**src/design/src_pkg.sv**
```systemverilog
// Shared types and constants of the shaded ray compositor.
package src_pkg;

    localparam int FRAC_BITS_DEF   = 16;
    localparam int QUEUE_DEPTH_DEF = 2;

    localparam int DIV_STEPS  = 30;    // quotient bits below the top one
    localparam int ROOT_BITS  = 16;    // bits of the integer square root
    localparam int POW_STEPS  = 4;     // squarings for the 16th power
    localparam int UNIT_MAX   = 32767; // largest Q1.15 component

    typedef struct packed {
        logic signed [15:0] x;
        logic signed [15:0] y;
        logic signed [15:0] z;
    } src_dir_t;

    typedef enum logic [2:0] {
        REG_LIGHT_X = 3'd0,
        REG_LIGHT_Y = 3'd1,
        REG_LIGHT_Z = 3'd2,
        REG_VIEW_X  = 3'd3,
        REG_VIEW_Y  = 3'd4,
        REG_VIEW_Z  = 3'd5
    } src_reg_idx_t;

    typedef enum logic [3:0] {
        F_IDLE,
        F_PREP,
        F_DIV,
        F_SQRT,
        F_DOTL,
        F_SUML,
        F_SUMV,
        F_POW,
        F_MULA,
        F_MULB
    } src_front_state_t;

    typedef enum logic [1:0] {
        B_IDLE,
        B_MUL,
        B_ACC
    } src_back_state_t;

endpackage

```
**src/design/src_fifo.sv**
```systemverilog
// Small register queue between the shading front end and the compositing back end.
module src_fifo #(
    parameter int WIDTH = 8,
    parameter int DEPTH = src_pkg::QUEUE_DEPTH_DEF
) (
    input  logic             aclk,
    input  logic             aresetn,
    input  logic             push,
    input  logic [WIDTH-1:0] push_data,
    output logic             full,
    input  logic             pop,
    output logic [WIDTH-1:0] pop_data,
    output logic             empty
);
    localparam int PW = (DEPTH > 1) ? $clog2(DEPTH) : 1;
    localparam int CW = $clog2(DEPTH + 1);

    logic [WIDTH-1:0] mem_reg [DEPTH];
    logic [PW-1:0]    wr_ptr_reg, rd_ptr_reg;
    logic [CW-1:0]    count_reg;

    assign full     = (count_reg == CW'(DEPTH));
    assign empty    = (count_reg == '0);
    assign pop_data = mem_reg[rd_ptr_reg];

    always_ff @(posedge aclk) begin
        if (push && !full) begin
            mem_reg[wr_ptr_reg] <= push_data;
        end
    end

    always_ff @(posedge aclk) begin
        if (!aresetn) begin
            wr_ptr_reg <= '0;
            rd_ptr_reg <= '0;
            count_reg  <= '0;
        end else begin
            if (push && !full) begin
                wr_ptr_reg <= (wr_ptr_reg == PW'(DEPTH - 1)) ? '0 : wr_ptr_reg + 1'b1;
            end
            if (pop && !empty) begin
                rd_ptr_reg <= (rd_ptr_reg == PW'(DEPTH - 1)) ? '0 : rd_ptr_reg + 1'b1;
            end
            case ({push && !full, pop && !empty})
                2'b10:   count_reg <= count_reg + 1'b1;
                2'b01:   count_reg <= count_reg - 1'b1;
                default: count_reg <= count_reg;
            endcase
        end
    end
endmodule

```
**config.mk**
```make
export PLATFORM = sky130hd
export DESIGN_NAME = src_fifo
export DESIGN_NICKNAME = d
export VERILOG_FILES = /design/src/design/src_pkg.sv /design/src/design/src_fifo.sv
export SDC_FILE = /design/constraint.sdc
export NUM_CORES = 1
export LEC_CHECK = 0
export ABC_CLOCK_PERIOD_IN_PS = 3000
export BUFFER_PORTS_ARGS = -buffer_cell sky130_fd_sc_hd__buf_2
export CORE_MARGIN = 3
export CORE_UTILIZATION = 30
export DETAILED_ROUTE_END_ITERATION = 16
export HOLD_SLACK_MARGIN = 0.03
export SLEW_MARGIN = 30
export SYNTH_ARGS = -nofsm -noshare
export SYNTH_HDL_FRONTEND = slang
export SYNTH_SLANG_ARGS = --single-unit
```
**constraint.sdc**
```tcl
create_clock -name aclk -period 3 [get_ports aclk]
set_input_delay 0.6 -clock aclk [delete_from_list [all_inputs] [get_ports aclk]]
set_output_delay 0.6 -clock aclk [all_outputs]
set_load 0.01 [all_outputs]
```
==> impl_metrics.tcl <==
set metrics [dict create \
    crit_chain "mux2_2 > buf_2" \
    critPathRequiredTime_ns 2.40 \
    yosys_most_used_dff "edfxtp_1" \
    grt_pass1_vias 418 \
    largest_reg_flops 16 \
    port-buffer-count 21 \
    cts_hold_repair.buffers 0 \
    power.switching_uw 250.9 \
    netlist_area_um2 810.8 \
    fin_crit_sh 0.6679 \
    p_int_uw 561.2 \
    swShare 0.3089 \
    cts_buffer_depth 2 \
    p_per_area_nw_per_um2 832.1 \
    vias 468 \
    p_comb_frac 0.318 \
    via_per_inst 4.457 \
    tightest_slew_ns 0.4124 \
    hp-class "in2reg" \
    cts_buffers 3 \
    crit_type "reg2out" \
    cts_root_buf "clkbuf_4" \
    die_area_um2 3362 \
    yosysTopAreaCellShare 0.5926 \
    die_w_um 57.99 \
    antenna_found_initial 0 \
    core_um2 2522 \
    synth_area_leaders "edfxtp_1 59%, dfxtp_1 12%, mux2_2 11%" \
    synth.distinct_cells 18 \
    syn_area_per_cell_um2 15.90 \
    drc 0 \
    crit_path_start_kind "register" \
    period_minus_slack_ns 2.004 \
    cpMaxStageDelayCell "dfxtp_1" \
    power.leakage_nw 0.3825 \
    grt_max_degree 12 \
    die_height_um 57.99 \
    dpl_worst_slack_ns 1.265 \
    fin_worst_skew_ns 0.003205 \
    status "finished clean" \
    cts_tree "yes" \
    share_seq_of_total_power 0.516 \
    n_fill_cell 256 \
    grt.overflow.total 0 \
    num-nets-final 89 \
    synthTopCellsByCount "16 x edfxtp_1, 8 x mux2_2, 5 x dfxtp_1" \
    slowest_delay_ns 0.58 \
    wl_um 1364 \
    syn_inst 51 \
    synth-async-reset-ratio 0 \
    rsz0062_at_grt "false" \
    h-tree-depth 1 \
    worst_ep_arrival_time_ns 1.40 \
    ys_seq_area_frac 0.7160 \
    cts_setup_buffers 0 \
    place_inst 101 \
    setup-tns-final_ns 0 \
    p_clk_frac 0.166 \
    clkTransAtPathRegs_ns 0.12 \
    cts_resized 0 \
    place_congestion 0.6844 \
    fin_ws_ns 0.9963 \
    postRouteAntennaNets 0 \
    cp-end-kind "primary output" \
    yosysTopAreaCell "edfxtp_1" \
    antenna_cells 0 \
    yosysMostFrequentCell "edfxtp_1" \
    drive_above_1_share 0.4533 \
    instances_no_fill 105 \
    yosysWarnings 0 \
    dp_hpwl_um 1021 \
    vdd_ir_drop_max_mv 0.3816 \
    clock_sink_count 21 \
    synth_edf_count 16 \
    setup_viol_count_final 0 \
    rows 18 \
    path_delay_family "flip-flops" \
    drt_pass1_iterations 3 \
    maxCapViolCount 0 \
    path_buf_inv 1 \
    grt_pass1_wl_um 2021 \
    yosys_register_bits 21 \
    final-max-slew-violation-count 0 \
    clock_latency_ns 0.30 \
    slew_headroom 0.7251 \
    io_pins 22 \
    cp_max_fo 8 \
    initial_core_util 0.3214 \
    max_freq_mhz 499.1 \
    drt_iter0_markers 2 \
    avgRoutedWirePerCell_um 12.99 \
    grt_use_total 0.08419 \
    syn-num-nets 64 \
    syn_to_final_growth_pct 20.37 \
    hold_violations 0 \
]
## per-stage QoR
stage               utilization  total power [mW]  cell area (um2)  hold slack [ns]
floorplan                     -            0.5955            810.8           0.4570
global placement         0.3765            0.6761            949.7           0.4667
detailed placement       0.3765            0.6899            949.7           0.4837
CTS                      0.3869            0.8232            975.9           0.4756
global route             0.3869            0.8604            975.9           0.4618
finish                   0.3869            0.8121            975.9           0.4836
## layer usage
layer  vias up  track usage  wire, um
met5         -            0         0
met4         0      0.03974         0
met3         0      0.02673        86
met2        15       0.1258       622
met1       223       0.1108       655
li1        230            -         -
## logic make-up (layout without fill, tap and decap cells)
family,count (synthesis),in the layout,share of synthesized area
simple gates,9,9,0.06636
xor+xnor,3,3,0.03241
buf+inv,4,28,0.01851
flops,21,21,0.7161
compound gates,5,5,0.04012
mux,8,8,0.1111
fa+ha+maj,1,1,0.01543
## cells in the final DEF, fill, tap and decap left out, drive strengths merged
cell type	instances
mux2	8
o21a	1
edfxtp	16
nand2	1
inv	3
nand2b	1
or3	2
and2	1
buf	21
nor2	1
ha	1
xnor2	3
nor2b	2
o21ai	2
and3	1
clkbuf	4
a21boi	2
dfxtp	5
## path summary, 6_finish.rpt
kind	slack, ns	depth (start not counted)	startpoint	end
worst max-delay path	1.0	2	register	pop_data[2]
worst min-delay path	0.48	1	push_data[7]	mem_reg[1][7]
worst max register to register	1.42	4	count_reg[0]	mem_reg[0][3]
worst min register to register	0.50	2	wr_ptr_reg	wr_ptr_reg
## power groups by stage
stage	Combinational, mW	Clock (mW)	Sequential [mW]
floorplan	0.193	0	0.402
global placement	0.252	0	0.424
detailed placement	0.262	0	0.428
CTS	0.264	0.139	0.421
global route	0.284	0.150	0.427
finish	0.258	0.135	0.419
## layout make-up
cell class                      count  area, um2  share of cell area
Timing Repair Buffer               21      105.1              0.1077
Inverter                            3      11.26             0.01154
Clock buffer                        4      26.28             0.02692
Sequential cell                    21      580.6              0.5949
Multi-Input combinational cell     26      215.2              0.2205
Tap cell                           30      37.54             0.03846
Note: power is estimated with default switching activity, not from simulation.
