===== src/design/src_pkg.sv =====
// Shared types and constants of the shaded ray compositor.
package src_pkg;

    localparam int FRAC_BITS_DEF   = 16;
    localparam int QUEUE_DEPTH_DEF = 2;

    localparam int DIV_STEPS  = 30;    // quotient bits below the top one
    localparam int ROOT_BITS  = 16;    // bits of the integer square root
    localparam int POW_STEPS  = 4;     // squarings for the 16th power
    localparam int UNIT_MAX   = 32767; // largest Q1.15 component

    typedef struct packed {
        logic signed [15:0] x;
        logic signed [15:0] y;
        logic signed [15:0] z;
    } src_dir_t;

    typedef enum logic [2:0] {
        REG_LIGHT_X = 3'd0,
        REG_LIGHT_Y = 3'd1,
        REG_LIGHT_Z = 3'd2,
        REG_VIEW_X  = 3'd3,
        REG_VIEW_Y  = 3'd4,
        REG_VIEW_Z  = 3'd5
    } src_reg_idx_t;

    typedef enum logic [3:0] {
        F_IDLE,
        F_PREP,
        F_DIV,
        F_SQRT,
        F_DOTL,
        F_SUML,
        F_SUMV,
        F_POW,
        F_MULA,
        F_MULB
    } src_front_state_t;

    typedef enum logic [1:0] {
        B_IDLE,
        B_MUL,
        B_ACC
    } src_back_state_t;

endpackage


===== src/design/src_back.sv =====
// Back end: opacity scaling, color accumulation, early termination and pixel output.
module src_back #(
    parameter int FRAC_BITS = src_pkg::FRAC_BITS_DEF
) (
    input  logic               aclk,
    input  logic               aresetn,
    input  logic               q_empty,
    output logic               q_pop,
    input  logic [FRAC_BITS:0] q_shade,
    input  logic [15:0]        q_red,
    input  logic [15:0]        q_green,
    input  logic [15:0]        q_blue,
    input  logic [15:0]        q_alpha,
    input  logic               q_start,
    input  logic               q_end,
    output logic               m_valid,
    input  logic               m_ready,
    output logic [7:0]         m_pixel_red,
    output logic [7:0]         m_pixel_green,
    output logic [7:0]         m_pixel_blue,
    output logic               m_ended_early
);
    import src_pkg::*;

    localparam int F     = FRAC_BITS;
    localparam int ONE_I = 1 << F;
    localparam int THR_I = (99 * ONE_I + 50) / 100;
    localparam logic [F:0]   ONE_V = (F + 1)'(ONE_I);
    localparam logic [F:0]   THR_V = (F + 1)'(THR_I);
    localparam logic [F+1:0] ACC_MAX = '1;

    src_back_state_t state_reg, state_next;

    logic [F+1:0] acc_r_reg, acc_g_reg, acc_b_reg;
    logic [F-1:0] acc_op_reg;
    logic         fin_reg;
    logic [F:0]   shade_reg, light_reg, anew_reg;
    logic [15:0]  red_reg, green_reg, blue_reg, alpha_reg;
    logic         start_reg, end_reg;
    logic         out_valid_reg, early_out_reg;
    logic [7:0]   pix_r_reg, pix_g_reg, pix_b_reg;

    function automatic logic [F-1:0] to_frac(input logic [15:0] x);
        logic [F+15:0] ext;
        ext = {x, {F{1'b0}}};
        return ext[F+15:16];
    endfunction

    function automatic logic [F+1:0] acc_add(input logic [F+1:0] acc, input logic [F-1:0] s,
                                             input logic [F:0] l);
        logic [2*F:0] pr;
        logic [F+2:0] sum;
        pr  = s * l;
        sum = (F + 3)'(acc) + (F + 3)'(pr[2*F:F]);
        return (sum > (F + 3)'(ACC_MAX)) ? ACC_MAX : sum[F+1:0];
    endfunction

    function automatic logic [7:0] to_pixel(input logic [F+1:0] acc);
        logic [F+9:0] m;
        m = {acc, 8'd0} - (F + 10)'(acc);
        return (m[F+9:F] > 10'd255) ? 8'd255 : m[F+7:F];
    endfunction

    // Compositing math of the MUL and ACC back stages.
    logic [F-1:0]   eff_op;
    logic [F:0]     inv_op, inv_a;
    logic [2*F+1:0] light_pr, op_pr;
    logic [F+1:0]   nr, ng, nb;
    logic           term, done;

    always_comb begin
        eff_op   = start_reg ? '0 : acc_op_reg;
        inv_op   = ONE_V - (F + 1)'(eff_op);
        inv_a    = ONE_V - (F + 1)'(to_frac(alpha_reg));
        light_pr = shade_reg * inv_op;
        op_pr    = inv_op * inv_a;
        nr       = acc_add(acc_r_reg, to_frac(red_reg), light_reg);
        ng       = acc_add(acc_g_reg, to_frac(green_reg), light_reg);
        nb       = acc_add(acc_b_reg, to_frac(blue_reg), light_reg);
        term     = (anew_reg > THR_V);
        done     = term || end_reg;
    end

    assign q_pop         = (state_reg == B_IDLE) && !q_empty && !out_valid_reg;
    assign m_valid       = out_valid_reg;
    assign m_pixel_red   = pix_r_reg;
    assign m_pixel_green = pix_g_reg;
    assign m_pixel_blue  = pix_b_reg;
    assign m_ended_early = early_out_reg;

    always_ff @(posedge aclk) begin
        if (!aresetn) begin
            state_reg <= B_IDLE;
        end else begin
            state_reg <= state_next;
        end
    end

    always_comb begin
        state_next = state_reg;
        unique case (state_reg)
            B_IDLE:  if (q_pop) state_next = B_MUL;
            B_MUL:   state_next = B_ACC;
            B_ACC:   state_next = B_IDLE;
            default: state_next = B_IDLE;
        endcase
    end

    always_ff @(posedge aclk) begin
        if (q_pop) begin
            shade_reg <= q_shade;
            red_reg   <= q_red;
            green_reg <= q_green;
            blue_reg  <= q_blue;
            alpha_reg <= q_alpha;
            end_reg   <= q_end;
        end
        if (state_reg == B_MUL) begin
            light_reg <= light_pr[2*F:F];
            anew_reg  <= ONE_V - op_pr[2*F:F];
        end
        if (state_reg == B_ACC && !fin_reg && done) begin
            pix_r_reg     <= to_pixel(nr);
            pix_g_reg     <= to_pixel(ng);
            pix_b_reg     <= to_pixel(nb);
            early_out_reg <= term && !end_reg;
        end
    end

    always_ff @(posedge aclk) begin
        if (!aresetn) begin
            acc_r_reg     <= '0;
            acc_g_reg     <= '0;
            acc_b_reg     <= '0;
            acc_op_reg    <= '0;
            fin_reg       <= 1'b0;
            start_reg     <= 1'b0;
            out_valid_reg <= 1'b0;
        end else begin
            if (q_pop) begin
                start_reg <= q_start;
            end
            if (out_valid_reg && m_ready) begin
                out_valid_reg <= 1'b0;
            end
            if (state_reg == B_MUL && start_reg) begin
                acc_r_reg  <= '0;
                acc_g_reg  <= '0;
                acc_b_reg  <= '0;
                acc_op_reg <= '0;
                fin_reg    <= 1'b0;
            end
            if (state_reg == B_ACC && !fin_reg) begin
                acc_r_reg <= nr;
                acc_g_reg <= ng;
                acc_b_reg <= nb;
                if (!term) begin
                    acc_op_reg <= anew_reg[F-1:0];
                end
                if (done) begin
                    fin_reg       <= 1'b1;
                    out_valid_reg <= 1'b1;
                end
            end
        end
    end
endmodule


===== config.mk =====
export PLATFORM = sky130hd
export DESIGN_NAME = src_back
export DESIGN_NICKNAME = d
export VERILOG_FILES = /design/src/design/src_pkg.sv /design/src/design/src_back.sv
export SDC_FILE = /design/constraint.sdc
export NUM_CORES = 2
export LEC_CHECK = 0
export ABC_AREA = 1
export BUFFER_PORTS_ARGS = -buffer_cell sky130_fd_sc_hd__buf_4
export CORE_ASPECT_RATIO = 2
export CORE_MARGIN = 5
export CORE_UTILIZATION = 45
export DETAILED_ROUTE_END_ITERATION = 10
export GPL_ROUTABILITY_DRIVEN = 0
export RECOVER_POWER = 25
export SLEW_MARGIN = 20
export SYNTH_ARGS = -nofsm -noshare
export SYNTH_HDL_FRONTEND = slang
export SYNTH_SLANG_ARGS = --single-unit

===== constraint.sdc =====
create_clock -name aclk -period 18.4 [get_ports aclk]
set_clock_uncertainty 0.15 [all_clocks]
set_input_delay 3.68 -clock aclk [delete_from_list [all_inputs] [get_ports aclk]]
set_output_delay 3.68 -clock aclk [all_outputs]
set_load 0.02 [all_outputs]

==> results.sh <==
export IMPL_post_route_period_util_pct=54.12
export IMPL_portBuffers=113
export IMPL_clk_insertion_delay_late_ps=640
export IMPL_synth_edf_count=141
export IMPL_cts_root_buf="clkbuf_16"
export IMPL_worst_slew_pin_slew_ps=2994
export IMPL_multiInputGateArea_sq_mm=0.04486
export IMPL_die_h_microns=522.3
export IMPL_timing_hold_violations_final=0
export IMPL_dieArea_sq_mm=0.1390
export IMPL_wl_per_cell_microns=18.96
export IMPL_grt_setup_unrepaired="no"
export IMPL_post_cts_buffers=0
export IMPL_final_core_util_pct=47.60
export IMPL_drc=0
export IMPL_area_growth_pct=5.442
export IMPL_fmax_mhz=100.4
export IMPL_start_util_pct=45.15
export IMPL_synth_fa_ha_area_share_pct=48.60
export IMPL_yosysTopAreaCellShare_pct=36.14
export IMPL_max_slew_margin_pct=-99.60
export IMPL_clock_sinks=216
export IMPL_yosysTopAreaCell="fa_1"
export IMPL_cts_resized_gates=0
export IMPL_fillers=13163
export IMPL_grt_ovfl_total=0
export IMPL_ys_seq_area_share_pct=9.714
export IMPL_maxCapViolations=3
export IMPL_grt_pass1_wl_microns=281900
export IMPL_cpMostUsedCell="nand2_1"
export IMPL_clockBufferDepth=3
export IMPL_synth_warnings=0
export IMPL_violations="max-capacitance violations, max-slew violations"
export IMPL_syn_cell_area_sq_mm=0.05905
export IMPL_grt_max_degree=75
export IMPL_grt_pass1_vias=54253
export IMPL_totalNegativeSetupSlack_ps=0
export IMPL_h_tree_depth=1
export IMPL_hold_path_class="flip-flop to flip-flop"
export IMPL_row_count=188
export IMPL_cp_arrival_ps=10160
export IMPL_layout_drive_gt1_share_pct=4.583
export IMPL_wl_microns=177700
export IMPL_regArea_sq_mm=0.005736
export IMPL_coreArea_sq_mm=0.1308
export IMPL_syn_nets=9461
export IMPL_cts_tree="done"
export IMPL_start_kind="flip-flop"
export IMPL_slowest_delay_ps=730
export IMPL_synth_top_family_by_area="adder cells"
export IMPL_synth_top_flop_cell="edfxtp_1"
export IMPL_finalCriticalPeriod_ps=9958
export IMPL_synth_async_reset_ratio_pct=0
export IMPL_grt_usage_pct=25.81
export IMPL_die_x_microns=266.1
export IMPL_synth_xor_area_share_pct=2.265
export IMPL_place_area_sq_mm=0.06135
export IMPL_crit_type="flip-flop to flip-flop"
export IMPL_status="finished with violations"
export IMPL_ctsHoldBuffers=0
export IMPL_fin_nets=9378
export IMPL_synth_mux_area_fraction_pct=0
export IMPL_cp_slowest_cell="clkinv_1"
export IMPL_cp_required_ps=18600
export IMPL_vias=49179
export IMPL_setup_viol=0
export IMPL_synth_simple_area_share_pct=20.46
export IMPL_synth_compound_area_share_pct=4.611
export IMPL_endpoint_kind="flip-flop"
export IMPL_ant_nets=0
export IMPL_boundaryPins=114
export IMPL_cts_made_buffers=27
export IMPL_finalMaxSlewViolations=117
export IMPL_synthDistinctLibCells=58
export IMPL_drt_vias_per_instance=5.249
export IMPL_first_pass_iters=6
export IMPL_synth_seq_cells=216
export IMPL_syn_instance_count=7720
export IMPL_final_area_sq_mm=0.06226
export IMPL_drt_iter0_drc=2435
export IMPL_avgSynthCellArea_sq_um=7.648
export IMPL_synth_area_top_cells="fa_1 (36%), nand2_1 (13%), ha_1 (12%)"
export IMPL_antenna_found_initial=1
export IMPL_clk_pin_slew_ps=70
export IMPL_critPathMaxFanout=19
export IMPL_dpl_hpwl_microns=146900
## cells by family (layout without fill, tap and decap cells)
group / after synthesis / after routing
other: 0 / 1
adder cells (fa/ha/maj): 1654 / 1654
XOR/XNOR: 151 / 151
buffers and inverters: 2236 / 2174
AND/OR/NAND/NOR: 2968 / 2968
AO/OA/AOI/OAI: 495 / 495
flip-flops: 216 / 216
## layout by cell type, fill, tap and decap left out, types with 111 or more instances in the layout
master,instances
nor2_1,496
a21oi_1,282
o21ai_0,111
buf_4,128
fa_1,1066
ha_1,588
inv_1,1922
nand2_1,2046
nand3_1,204
edfxtp_1,141
## worst max-delay path: cells and delay by family, from the launching register on
family	cells	cell delay (ps)
flops	1	480
fa+ha+maj	8	3500
buf+inv	7	1720
xor+xnor	2	750
simple gates	15	3060
## per-layer routing
metal | routed length (microns) | share of wire, % | vias to the layer above | track usage, %
met2 | 98340 | 55 | 1599 | 50.72
met3 | 7480 | 4.2 | 751 | 2.500
met4 | 16850 | 9.5 | 0 | 18.90
met5 | 0 | 0 | - | 0
met1 | 55000 | 31 | 24267 | 24.22
li1 | - | - | 22562 | -
## stage by stage
stage / setup WS [ps] / cells / hold WS (ps)
after global placement: 8721 / 9318 / 308.7
after detailed placement: 8562 / 9318 / 313.5
after floorplan: 2465 / 7720 / 294.2
after global routing: 7965 / 9369 / 339.4
after CTS: 8505 / 9368 / 324.0
final: 8442 / 9369 / 321.4
## final timing paths
check | from | to | slack [ps] | cells past startpoint
worst min-delay path | acc_b_reg[16] | acc_b_reg[16] | 320 | 2
worst max register to register | start_reg | anew_reg[10] | 8440 | 32
worst min register to register | acc_b_reg[16] | acc_b_reg[16] | 320 | 2
worst max-delay path | start_reg | anew_reg[10] | 8440 | 32
## Yosys cell counts (14+ instances only)
cell type     n
dfxtp_1      75
o21ai_0     111
nor2_1      497
inv_1      1923
buf_2        15
nand2_1    2046
or2_2        16
nand2_2      34
xnor2_1      50
o21ai_1      14
buf_1        17
xor2_1       99
nand4_1      58
fa_1       1066
inv_2        20
o21bai_1     20
nand3_1     204
edfxtp_1    141
nor2_2       24
ha_1        588
a21oi_1     282
nor3_1       36
clkbuf_1    237
## area by class of cell
type	count	area share, %
flip-flops and latches	216	9.212
repair buffers	167	1.996
well taps	1710	3.437
diodes	1	0.004019
clock inverters	20	0.3838
multi-input cells	5268	72.06
clock buffers	30	1.103
inverters	1957	11.81
Power is not shown: default switching activity piles up to over one toggle a cycle in this logic, so the estimate is an artifact.
